===== config.mk =====
export PLATFORM = sky130hd
export DESIGN_NAME = cooked_tty_line_discipline_flat
export DESIGN_NICKNAME = d
export VERILOG_FILES = /design/src/sv/ctld_pkg.sv /design/src/sv/ctld_in_if.sv /design/src/sv/ctld_out_if.sv /design/src/sv/cooked_tty_line_discipline.sv /design/src/flat_wrapper.sv
export SDC_FILE = /design/constraint.sdc
export NUM_CORES = 1
export LEC_CHECK = 0
export BUFFER_PORTS_ARGS = -buffer_cell sky130_fd_sc_hd__buf_2
export CAP_MARGIN = 20
export CORE_ASPECT_RATIO = 1.75
export CORE_MARGIN = 1.5
export CORE_UTILIZATION = 50
export CTS_BUF_LIST = sky130_fd_sc_hd__clkbuf_8 sky130_fd_sc_hd__clkbuf_16
export CTS_CLUSTER_SIZE = 14
export DETAILED_ROUTE_END_ITERATION = 6
export HOLD_SLACK_MARGIN = 0.12
export PLACE_DENSITY = 0.64
export SYNTH_ARGS = -nofsm -noshare
export SYNTH_HDL_FRONTEND = slang
export SYNTH_SLANG_ARGS = --single-unit

===== constraint.sdc =====
create_clock -name i_clk -period 3.85 [get_ports i_clk]
set_input_delay 0.77 -clock i_clk [delete_from_list [all_inputs] [get_ports i_clk]]
set_output_delay 0.77 -clock i_clk [all_outputs]
set_load 0.02 [all_outputs]

===== src/sv/ctld_pkg.sv =====
package ctld_pkg;

    localparam int LINE_MAX   = 32;
    localparam int IDX_W      = $clog2(LINE_MAX);
    localparam int LEN_W      = $clog2(LINE_MAX + 1);
    localparam int BYTE_W     = 8;
    localparam int CFG_DATA_W = 6;
    localparam int CMP_W      = 7;

    localparam logic [BYTE_W-1:0] CH_DEL = 8'h7F;
    localparam logic [BYTE_W-1:0] CH_LF  = 8'h0A;
    localparam logic [BYTE_W-1:0] CH_CR  = 8'h0D;

    localparam logic [CFG_DATA_W-1:0] READ_SIZE_RESET = 6'd32;

    typedef enum logic [1:0] {
        CFG_READ_SIZE,
        CFG_ECHO,
        CFG_IN_CRLF,
        CFG_OUT_CRLF
    } t_cfg_idx;

    // Program steps of the sequencer.
    typedef enum logic [2:0] {
        ST_FETCH,
        ST_EDIT,
        ST_STORE_LF,
        ST_EVAL,
        ST_ECHO_CR,
        ST_ECHO_CH,
        ST_LINE
    } t_step;

    typedef enum logic [2:0] {
        OP_FETCH,
        OP_EDIT,
        OP_STORE_LF,
        OP_EVAL,
        OP_ECHO_CR,
        OP_ECHO_CH,
        OP_LINE
    } t_op;

    typedef enum logic [1:0] {
        C_NEVER,
        C_DEL_EMPTY,
        C_NO_LINE,
        C_LINE_MORE
    } t_cond;

    typedef struct packed {
        t_op   op;
        t_cond cond;
        t_step jmp;
        t_step nxt;
    } t_uword;

    // Control store: one word per step, jump to jmp when cond holds, else go to nxt.
    function automatic t_uword ucode_rom(input t_step step);
        t_uword w;
        case (step)
            ST_FETCH:    w = '{OP_FETCH,    C_NEVER,     ST_FETCH, ST_EDIT};
            ST_EDIT:     w = '{OP_EDIT,     C_DEL_EMPTY, ST_FETCH, ST_STORE_LF};
            ST_STORE_LF: w = '{OP_STORE_LF, C_NEVER,     ST_FETCH, ST_EVAL};
            ST_EVAL:     w = '{OP_EVAL,     C_NEVER,     ST_FETCH, ST_ECHO_CR};
            ST_ECHO_CR:  w = '{OP_ECHO_CR,  C_NEVER,     ST_FETCH, ST_ECHO_CH};
            ST_ECHO_CH:  w = '{OP_ECHO_CH,  C_NO_LINE,   ST_FETCH, ST_LINE};
            ST_LINE:     w = '{OP_LINE,     C_LINE_MORE, ST_LINE,  ST_FETCH};
            default:     w = '{OP_FETCH,    C_NEVER,     ST_FETCH, ST_FETCH};
        endcase
        return w;
    endfunction

endpackage


===== src/sv/ctld_in_if.sv =====
interface ctld_in_if;
    logic                         valid;
    logic                         ready;
    logic [ctld_pkg::BYTE_W-1:0]  rx_byte;

    modport source (output valid, output rx_byte, input ready);
    modport sink (input valid, input rx_byte, output ready);
endinterface


===== src/sv/ctld_out_if.sv =====
interface ctld_out_if;
    logic                         valid;
    logic                         ready;
    logic                         kind;
    logic [ctld_pkg::BYTE_W-1:0]  out_byte;
    logic                         last;

    modport source (output valid, output kind, output out_byte, output last, input ready);
    modport sink (input valid, input kind, input out_byte, input last, output ready);
endinterface


===== src/sv/cooked_tty_line_discipline.sv =====
// Cooked-mode terminal line discipline.
// The i_rx channel carries one received keyboard byte per word. The o_res channel
// carries the words that byte causes: echo bytes (kind 0) first, then, when the
// line completes, every stored line byte (kind 1); last marks the final word of
// one input byte. A DEL on an empty line causes no word at all, and with echo
// off a byte that does not complete a line causes none either.
// Configuration must be written through i_cfg_we / i_cfg_idx / i_cfg_data only
// while idle, which the block itself does not enforce. Each input byte runs
// through six fixed program steps, the echo words going out during two of them;
// when the line completes, it is read out of the line store one byte per cycle
// while the receiver takes them. A DEL on an empty line ends after the fetch and
// edit steps. The sequencer takes one byte at a time; i_rx.ready is high only in
// its fetch step. The first word follows the EDIT, STORE_LF and EVAL steps.
// Reset (synchronous, active low) empties the line, restores the registers to
// read size 32 with echo, CR LF storage and CR LF echo on, and clears o_res.valid.
// The line store itself is not cleared; only written entries are ever delivered.
// When the receiver stalls, the word waits in the output register and the
// program stops at any step with a word to send until the register frees up;
// an input byte is still taken while the final word of the previous one waits.
module cooked_tty_line_discipline (
    input  logic                               i_clk,
    input  logic                               i_rst_n,
    ctld_in_if.sink                            i_rx,
    ctld_out_if.source                         o_res,
    input  logic                               i_cfg_we,
    input  ctld_pkg::t_cfg_idx                 i_cfg_idx,
    input  logic [ctld_pkg::CFG_DATA_W-1:0]    i_cfg_data
);
    import ctld_pkg::*;

    // Configuration registers.
    logic [CFG_DATA_W-1:0] r_read_size;
    logic                  r_echo;
    logic                  r_in_crlf;
    logic                  r_out_crlf;

    // Sequencer and datapath state.
    t_step             r_step, n_step;
    logic [BYTE_W-1:0] r_ch, n_ch;
    logic [LEN_W-1:0]  r_len, n_len;
    logic [IDX_W-1:0]  r_idx, n_idx;
    logic              r_dlv, n_dlv;
    logic [BYTE_W-1:0] r_mem [LINE_MAX];
    logic [BYTE_W-1:0] r_rdata;

    // Output register.
    logic              r_ovalid, n_ovalid;
    logic              r_okind;
    logic [BYTE_W-1:0] r_obyte;
    logic              r_olast;

    t_uword            w_uw;
    logic              w_done;
    logic              w_cond;
    logic              w_req;
    logic              w_go;
    logic              w_out_free;
    logic              w_kind;
    logic [BYTE_W-1:0] w_byte;
    logic              w_last;
    logic              w_wr_en;
    logic [BYTE_W-1:0] w_wr_data;
    logic [CMP_W-1:0]  w_size;
    logic [CMP_W-1:0]  w_len_x;
    logic              w_room;
    logic              w_is_del;
    logic              w_is_lf;
    logic              w_is_cr;
    logic              w_idx_last;

    // Effective read size: zero acts as one, anything above the line size is capped.
    always_comb begin
        if (r_read_size == '0) begin
            w_size = CMP_W'(1);
        end else if (CMP_W'(r_read_size) > CMP_W'(LINE_MAX)) begin
            w_size = CMP_W'(LINE_MAX);
        end else begin
            w_size = CMP_W'(r_read_size);
        end
    end

    assign w_len_x    = CMP_W'(r_len);
    assign w_room     = w_len_x < CMP_W'(LINE_MAX);
    assign w_is_del   = r_ch == CH_DEL;
    assign w_is_lf    = r_ch == CH_LF;
    assign w_is_cr    = r_ch == CH_CR;
    assign w_idx_last = (CMP_W'(r_idx) + CMP_W'(1)) == w_len_x;
    assign w_out_free = !r_ovalid || o_res.ready;
    assign w_go       = w_req && w_out_free;

    assign w_uw = ucode_rom(r_step);

    // Step control: jump decision and completion of the current step.
    always_comb begin
        case (w_uw.cond)
            C_NEVER:     w_cond = 1'b0;
            C_DEL_EMPTY: w_cond = w_is_del && (r_len == '0);
            C_NO_LINE:   w_cond = !r_dlv;
            C_LINE_MORE: w_cond = !w_idx_last;
            default:     w_cond = 1'b0;
        endcase

        case (w_uw.op)
            OP_FETCH:   w_done = i_rx.valid;
            OP_ECHO_CR,
            OP_ECHO_CH,
            OP_LINE:    w_done = !w_req || w_out_free;
            default:    w_done = 1'b1;
        endcase
    end

    always_comb begin
        n_step = r_step;
        if (w_done) begin
            n_step = w_cond ? w_uw.jmp : w_uw.nxt;
        end
    end

    // Datapath control decoded from the current control word.
    always_comb begin
        n_ch      = r_ch;
        n_len     = r_len;
        n_idx     = r_idx;
        n_dlv     = r_dlv;
        w_wr_en   = 1'b0;
        w_wr_data = r_ch;
        w_req     = 1'b0;
        w_kind    = 1'b0;
        w_byte    = r_ch;
        w_last    = 1'b0;
        i_rx.ready = 1'b0;

        case (w_uw.op)
            OP_FETCH: begin
                i_rx.ready = 1'b1;
                if (i_rx.valid) begin
                    n_ch = i_rx.rx_byte;
                end
            end
            OP_EDIT: begin
                if (w_is_del) begin
                    if (r_len != '0) begin
                        n_len = r_len - LEN_W'(1);
                    end
                end else if (w_is_lf) begin
                    // The CR goes in only when CR and LF both fit the read size.
                    if (r_in_crlf && (w_len_x + CMP_W'(1) < w_size) && w_room) begin
                        w_wr_en   = 1'b1;
                        w_wr_data = CH_CR;
                        n_len     = r_len + LEN_W'(1);
                    end
                end else if (w_room) begin
                    w_wr_en = 1'b1;
                    n_len   = r_len + LEN_W'(1);
                end
            end
            OP_STORE_LF: begin
                if (w_is_lf && w_room) begin
                    w_wr_en   = 1'b1;
                    w_wr_data = CH_LF;
                    n_len     = r_len + LEN_W'(1);
                end
            end
            OP_EVAL: begin
                n_dlv = (w_is_cr || w_is_lf || (w_len_x >= w_size)) && (r_len != '0);
                n_idx = '0;
            end
            OP_ECHO_CR: begin
                w_req  = r_echo && w_is_lf && r_out_crlf;
                w_byte = CH_CR;
            end
            OP_ECHO_CH: begin
                w_req  = r_echo;
                w_last = !r_dlv;
            end
            OP_LINE: begin
                w_req  = 1'b1;
                w_kind = 1'b1;
                w_byte = r_rdata;
                w_last = w_idx_last;
                if (w_go) begin
                    n_idx = r_idx + IDX_W'(1);
                    if (w_idx_last) begin
                        n_len = '0;
                    end
                end
            end
            default: begin
            end
        endcase
    end

    always_comb begin
        n_ovalid = r_ovalid;
        if (w_go) begin
            n_ovalid = 1'b1;
        end else if (o_res.ready) begin
            n_ovalid = 1'b0;
        end
    end

    always_ff @(posedge i_clk) begin
        if (!i_rst_n) begin
            r_step      <= ST_FETCH;
            r_len       <= '0;
            r_dlv       <= 1'b0;
            r_ovalid    <= 1'b0;
            r_read_size <= READ_SIZE_RESET;
            r_echo      <= 1'b1;
            r_in_crlf   <= 1'b1;
            r_out_crlf  <= 1'b1;
        end else begin
            r_step   <= n_step;
            r_len    <= n_len;
            r_dlv    <= n_dlv;
            r_ovalid <= n_ovalid;
            if (i_cfg_we) begin
                case (i_cfg_idx)
                    CFG_READ_SIZE: r_read_size <= i_cfg_data;
                    CFG_ECHO:      r_echo      <= i_cfg_data[0];
                    CFG_IN_CRLF:   r_in_crlf   <= i_cfg_data[0];
                    CFG_OUT_CRLF:  r_out_crlf  <= i_cfg_data[0];
                    default: begin
                    end
                endcase
            end
        end
    end

    // Payload registers and the line store.
    always_ff @(posedge i_clk) begin
        r_ch  <= n_ch;
        r_idx <= n_idx;
        if (w_go) begin
            r_okind <= w_kind;
            r_obyte <= w_byte;
            r_olast <= w_last;
        end
        if (w_wr_en) begin
            r_mem[r_len[IDX_W-1:0]] <= w_wr_data;
        end
        // Reading at the next index keeps r_rdata equal to the entry at r_idx.
        r_rdata <= r_mem[n_idx];
    end

    assign o_res.valid    = r_ovalid;
    assign o_res.kind     = r_okind;
    assign o_res.out_byte = r_obyte;
    assign o_res.last     = r_olast;

endmodule


===== src/flat_wrapper.sv =====
// flat-port wrapper written by rule: the top's interface ports become plain ports
module cooked_tty_line_discipline_flat import ctld_pkg::*;
  (i_clk, i_rst_n, i_cfg_we, i_cfg_idx, i_cfg_data, i_rx_valid, i_rx_rx_byte, i_rx_ready, o_res_valid, o_res_kind, o_res_out_byte, o_res_last, o_res_ready);
  ctld_in_if i_rx_i ();
  ctld_out_if o_res_i ();
  input  logic i_clk;
  input  logic i_rst_n;
  input  logic i_cfg_we;
  input  ctld_pkg::t_cfg_idx i_cfg_idx;
  input  logic [ctld_pkg::CFG_DATA_W-1:0] i_cfg_data;
  input wire logic [$bits(i_rx_i.valid)-1:0] i_rx_valid;
  input wire logic [$bits(i_rx_i.rx_byte)-1:0] i_rx_rx_byte;
  output wire logic [$bits(i_rx_i.ready)-1:0] i_rx_ready;
  output wire logic [$bits(o_res_i.valid)-1:0] o_res_valid;
  output wire logic [$bits(o_res_i.kind)-1:0] o_res_kind;
  output wire logic [$bits(o_res_i.out_byte)-1:0] o_res_out_byte;
  output wire logic [$bits(o_res_i.last)-1:0] o_res_last;
  input wire logic [$bits(o_res_i.ready)-1:0] o_res_ready;
  assign i_rx_i.valid = i_rx_valid;
  assign i_rx_i.rx_byte = i_rx_rx_byte;
  assign i_rx_ready = i_rx_i.ready;
  assign o_res_valid = o_res_i.valid;
  assign o_res_kind = o_res_i.kind;
  assign o_res_out_byte = o_res_i.out_byte;
  assign o_res_last = o_res_i.last;
  assign o_res_i.ready = o_res_ready;
  cooked_tty_line_discipline u_core (.i_clk(i_clk), .i_rst_n(i_rst_n), .i_rx(i_rx_i), .o_res(o_res_i), .i_cfg_we(i_cfg_we), .i_cfg_idx(i_cfg_idx), .i_cfg_data(i_cfg_data));
endmodule

==> reports/results.tsv <==
metric	value	unit
chip height	220	um
share of the synthesized netlist area taken by xor and xnor gates	0.714	%
number of nets with antenna violations after routing	0	
maximum number of pins on one net before global-route repair	86	
area of the mapped netlist	0.0135	mm^2
share of cells above drive strength 1	16.2	%
transition time at the pin with the least slew margin	0.704	ns
area of the die	0.0280	mm^2
final wirelength	39300	um
dominant combinational cell family by area after synthesis	simple AND/OR/NAND/NOR gates	
top achievable clock speed	0.284	GHz
unique cell type count in the Yosys netlist	82	
mean area per synthesized cell	12.4	um^2
basic-gate share of the synthesized area counting and, or, nand and nor cells	15.4	%
TritonCTS clock tree	done	
highest ir drop seen on vdd	0.454	mV
portion of netlist area occupied by mux cells	0.612	%
final estimated routing congestion in global placement	0.895	
starting density of the core	50.7	%
vias in the first global route	9493	
non-filler cells, final	1501	
share of the yosys chip area belonging to registers	65.9	%
placed insts	1451	
core footprint	0.0266	mm^2
count of endpoints failing hold in the final timing report	0	
placed cell area	0.0144	mm^2
Post-DP HPWL	26400	um
Syn Nets	1128	
Die X-Extent	127	um
leakage power total	5.41	nW
GRT Total Usage	28.4	%
hold path depth	1	
CTS max path bufs	3	
power density of the placed cells	693	mW/mm^2
Post-Syn Instances	1089	
initial antenna violation count	0	
ant diodes	0	
element type at the critical path start	register	
number of buffers inserted during clock tree synthesis	27	
placement row count	79	
final worst path period share	91.5	%
kind of path behind the tightest hold check	input port to register	
CTS clk-pin slew, worst paths	0.06	ns
Worst Reg2Reg Path Length in Cells	13	
post-layout minimum cycle time	3.52	ns
vias per std cell	6.26	
setup bufs post-CTS	0	
endpoint class of the critical path	register	
Crit-path slowest cell	sky130_fd_sc_hd__dfxtp_1	
crit path kind	register to register	
delay contributed by the slowest stage of the critical path	0.55	ns
Via Count	9399	
routed length per placed instance	26.2	um
post-CTS sizing	0	
worst setup slack for register-to-register paths	0.33	ns
main flop type after synthesis	sky130_fd_sc_hd__edfxtp_1	
layout overhead on the synthesized area	12.9	%
Sinks on Clock Net	307	
total iterations of the first detailed-routing run	5	
first-pass GRT wire length	57300	um
compound-gate portion of the synthesized area	12.4	%
Hold WS	0.387	ns
power after layout	10.6	mW
setup skew after layout	0.0187	ns
number of buffers inserted by port buffering	32	
Design Area, Final	0.0152	mm^2
Final TNS setup	0	ns
nets@finish	1195	
result of the run	finished clean	
io pins	33	
endpoint arrival time on the critical path	3.78	ns
Setup Viol. Count Final	0	
clock insertion delay at the later pin of the skew report	0.56	ns
Post-Synth Adder-Cell Area	1.67	%
Detailed Route Iter0 Violations	828	
cell chain of the critical path	ha_1 > nand3_1 > xnor2_1 > ha_1 > nor2_1 > o21ai_0 > o211ai_1 > a22oi_1 > nor3_1 > nand2_1 > buf_4 > nor2_1 > buf_4	
yosys warns	0	
relative max-transition margin	52.8	%
number of enable flip-flop cells after synthesis	274	
Max Transition Viols Final	0	
required time of the critical path	4.11	ns
number of max-cap violations	0	
cell at the root of the clock tree	sky130_fd_sc_hd__clkbuf_16	
share of flip-flops with an asynchronous set or reset after synthesis	0	%
hold_buf cts	0	
post-detailed-route DRC marker count	0	
top fanout value on the critical path	9	
global route overflow	0	
H-tree levels	1	
number of synthesized register bits	307	
unrepaired setup endpoints after global routing	false	
count of filler cells inserted in the layout	2155	
==> through the flow <==
step	worst slack [ns]	utilization, %
4_1_cts	0.335	57.3
5_1_grt	0.105	57.3
3_5_place_dp	0.360	54.1
3_3_place_gp	0.314	54.1
6_report	0.326	57.3
2_1_floorplan	0.904	-
==> where the power goes <==
group	internal (mW)	switching (mW)	leakage [nW]
Combinational	1.18	2.55	2.19
Clock	1.47	1.16	0.478
Sequential	4.00	0.191	2.74
==> worst paths after layout <==
kind                             endpoint                         start
min reg2reg     u_core.r_dlv$_SDFFE_PN0N_     u_core.r_dlv$_SDFFE_PN0N_
min              u_core.r_ch[3]$_DFFE_PP_               i_rx_rx_byte[3]
max          u_core.r_mem[8][1]$_DFFE_PP_  u_core.r_len[0]$_SDFFE_PN0P_
max reg2reg  u_core.r_mem[8][1]$_DFFE_PP_  u_core.r_len[0]$_SDFFE_PN0P_
==> worst max-delay path, delay by kind of cell (launching register included) <==
family / cells / cell delay [ns]
flops: 1 / 0.55
buf+inv: 2 / 0.46
compound gates: 3 / 0.42
fa+ha+maj: 2 / 0.56
simple gates: 5 / 0.96
xor+xnor: 1 / 0.28
==> cells in the mapped netlist (4+ instances only) <==
master,n,area share [%]
sky130_fd_sc_hd__nor3_1,6,0.22
sky130_fd_sc_hd__edfxtp_1,274,61
sky130_fd_sc_hd__a22oi_1,4,0.22
sky130_fd_sc_hd__a21o_1,4,0.22
sky130_fd_sc_hd__dfxtp_1,33,4.9
sky130_fd_sc_hd__and2_1,9,0.42
sky130_fd_sc_hd__nand3b_1,5,0.28
sky130_fd_sc_hd__nor2_1,65,1.8
sky130_fd_sc_hd__xnor2_1,7,0.45
sky130_fd_sc_hd__nand2b_1,8,0.37
sky130_fd_sc_hd__o32ai_1,5,0.32
sky130_fd_sc_hd__buf_6,4,0.33
sky130_fd_sc_hd__nand2_1,203,5.6
sky130_fd_sc_hd__buf_4,7,0.39
sky130_fd_sc_hd__buf_1,6,0.17
sky130_fd_sc_hd__a32oi_1,29,1.9
sky130_fd_sc_hd__nand3_1,65,2.4
sky130_fd_sc_hd__ha_1,18,1.7
sky130_fd_sc_hd__buf_2,23,0.85
sky130_fd_sc_hd__o2111ai_1,8,0.52
sky130_fd_sc_hd__clkbuf_1,35,0.97
sky130_fd_sc_hd__xor2_1,4,0.26
sky130_fd_sc_hd__mux2i_1,6,0.45
sky130_fd_sc_hd__nand4_1,9,0.42
sky130_fd_sc_hd__nor2b_1,10,0.46
sky130_fd_sc_hd__o21ai_0,37,1.4
sky130_fd_sc_hd__a2111oi_2,6,0.67
sky130_fd_sc_hd__and3_1,32,1.5
sky130_fd_sc_hd__a311oi_1,26,1.7
sky130_fd_sc_hd__a211oi_1,24,1.3
sky130_fd_sc_hd__inv_1,15,0.42
sky130_fd_sc_hd__o211ai_1,8,0.45
sky130_fd_sc_hd__a31oi_1,6,0.28
sky130_fd_sc_hd__a21oi_1,16,0.59
==> area by class of cell <==
cell class                 count  area, um^2  area share [%]
sequential                   307        8890            58.3
multi-input combinational    688        4170            27.4
timing repair buffer         113         843            5.54
clock buffer                  27         676            4.44
tap                          324         405            2.66
clock inverter                23         176            1.16
inverter                      19        77.6           0.509
==> sequential cells by signal (all words and copies together), names as in the netlist <==
register               flops
u_core.r_in_crlf           1
u_core.o_res.last          1
u_core.r_ch                8
u_core.r_dlv               1
u_core.o_res.out_byte      8
u_core.r_out_crlf          1
u_core.o_res.kind          1
u_core.o_res.valid         1
u_core.r_len               6
u_core.r_read_size         6
u_core.r_echo              1
u_core.r_idx               5
u_core.r_mem             256
u_core.r_step              3
u_core.r_rdata             8
==> cell usage in the layout, fill, tap and decap left out, types with 5 or more instances in the layout <==
master	instances
sky130_fd_sc_hd__edfxtp_1	274
sky130_fd_sc_hd__buf_2	32
sky130_fd_sc_hd__a21oi_1	16
sky130_fd_sc_hd__and2_1	9
sky130_fd_sc_hd__inv_1	32
sky130_fd_sc_hd__nand4_1	9
sky130_fd_sc_hd__nand3b_1	5
sky130_fd_sc_hd__buf_12	6
sky130_fd_sc_hd__a31oi_1	6
sky130_fd_sc_hd__xnor2_1	7
sky130_fd_sc_hd__a211oi_1	24
sky130_fd_sc_hd__nor2b_1	9
sky130_fd_sc_hd__buf_4	75
sky130_fd_sc_hd__dfxtp_1	33
sky130_fd_sc_hd__o32ai_1	5
sky130_fd_sc_hd__o211ai_1	8
sky130_fd_sc_hd__nor3_1	6
sky130_fd_sc_hd__o21ai_0	37
sky130_fd_sc_hd__a32oi_1	28
sky130_fd_sc_hd__a311oi_1	26
sky130_fd_sc_hd__o2111ai_1	8
sky130_fd_sc_hd__clkbuf_16	27
sky130_fd_sc_hd__nand3_1	65
sky130_fd_sc_hd__ha_1	18
sky130_fd_sc_hd__nor2_1	65
sky130_fd_sc_hd__nand2b_1	8
sky130_fd_sc_hd__mux2i_1	6
sky130_fd_sc_hd__a2111oi_2	6
sky130_fd_sc_hd__nand2_1	203
sky130_fd_sc_hd__and3_1	32
==> cell families after synthesis <==
| kind of cell | Yosys count |
|---|---|
| simple gates | 441 |
| flops | 307 |
| compound gates | 210 |
| buf+inv | 94 |
| fa+ha+maj | 18 |
| xor+xnor | 11 |
| mux | 8 |
==> routing by layer <==
metal	share of wire (%)	global-route usage, %
met5	0	0
met1	33	28.3
met4	8.5	22.3
met2	53	52.8
met3	5.3	4.04
(Power assumes the default switching activity.)
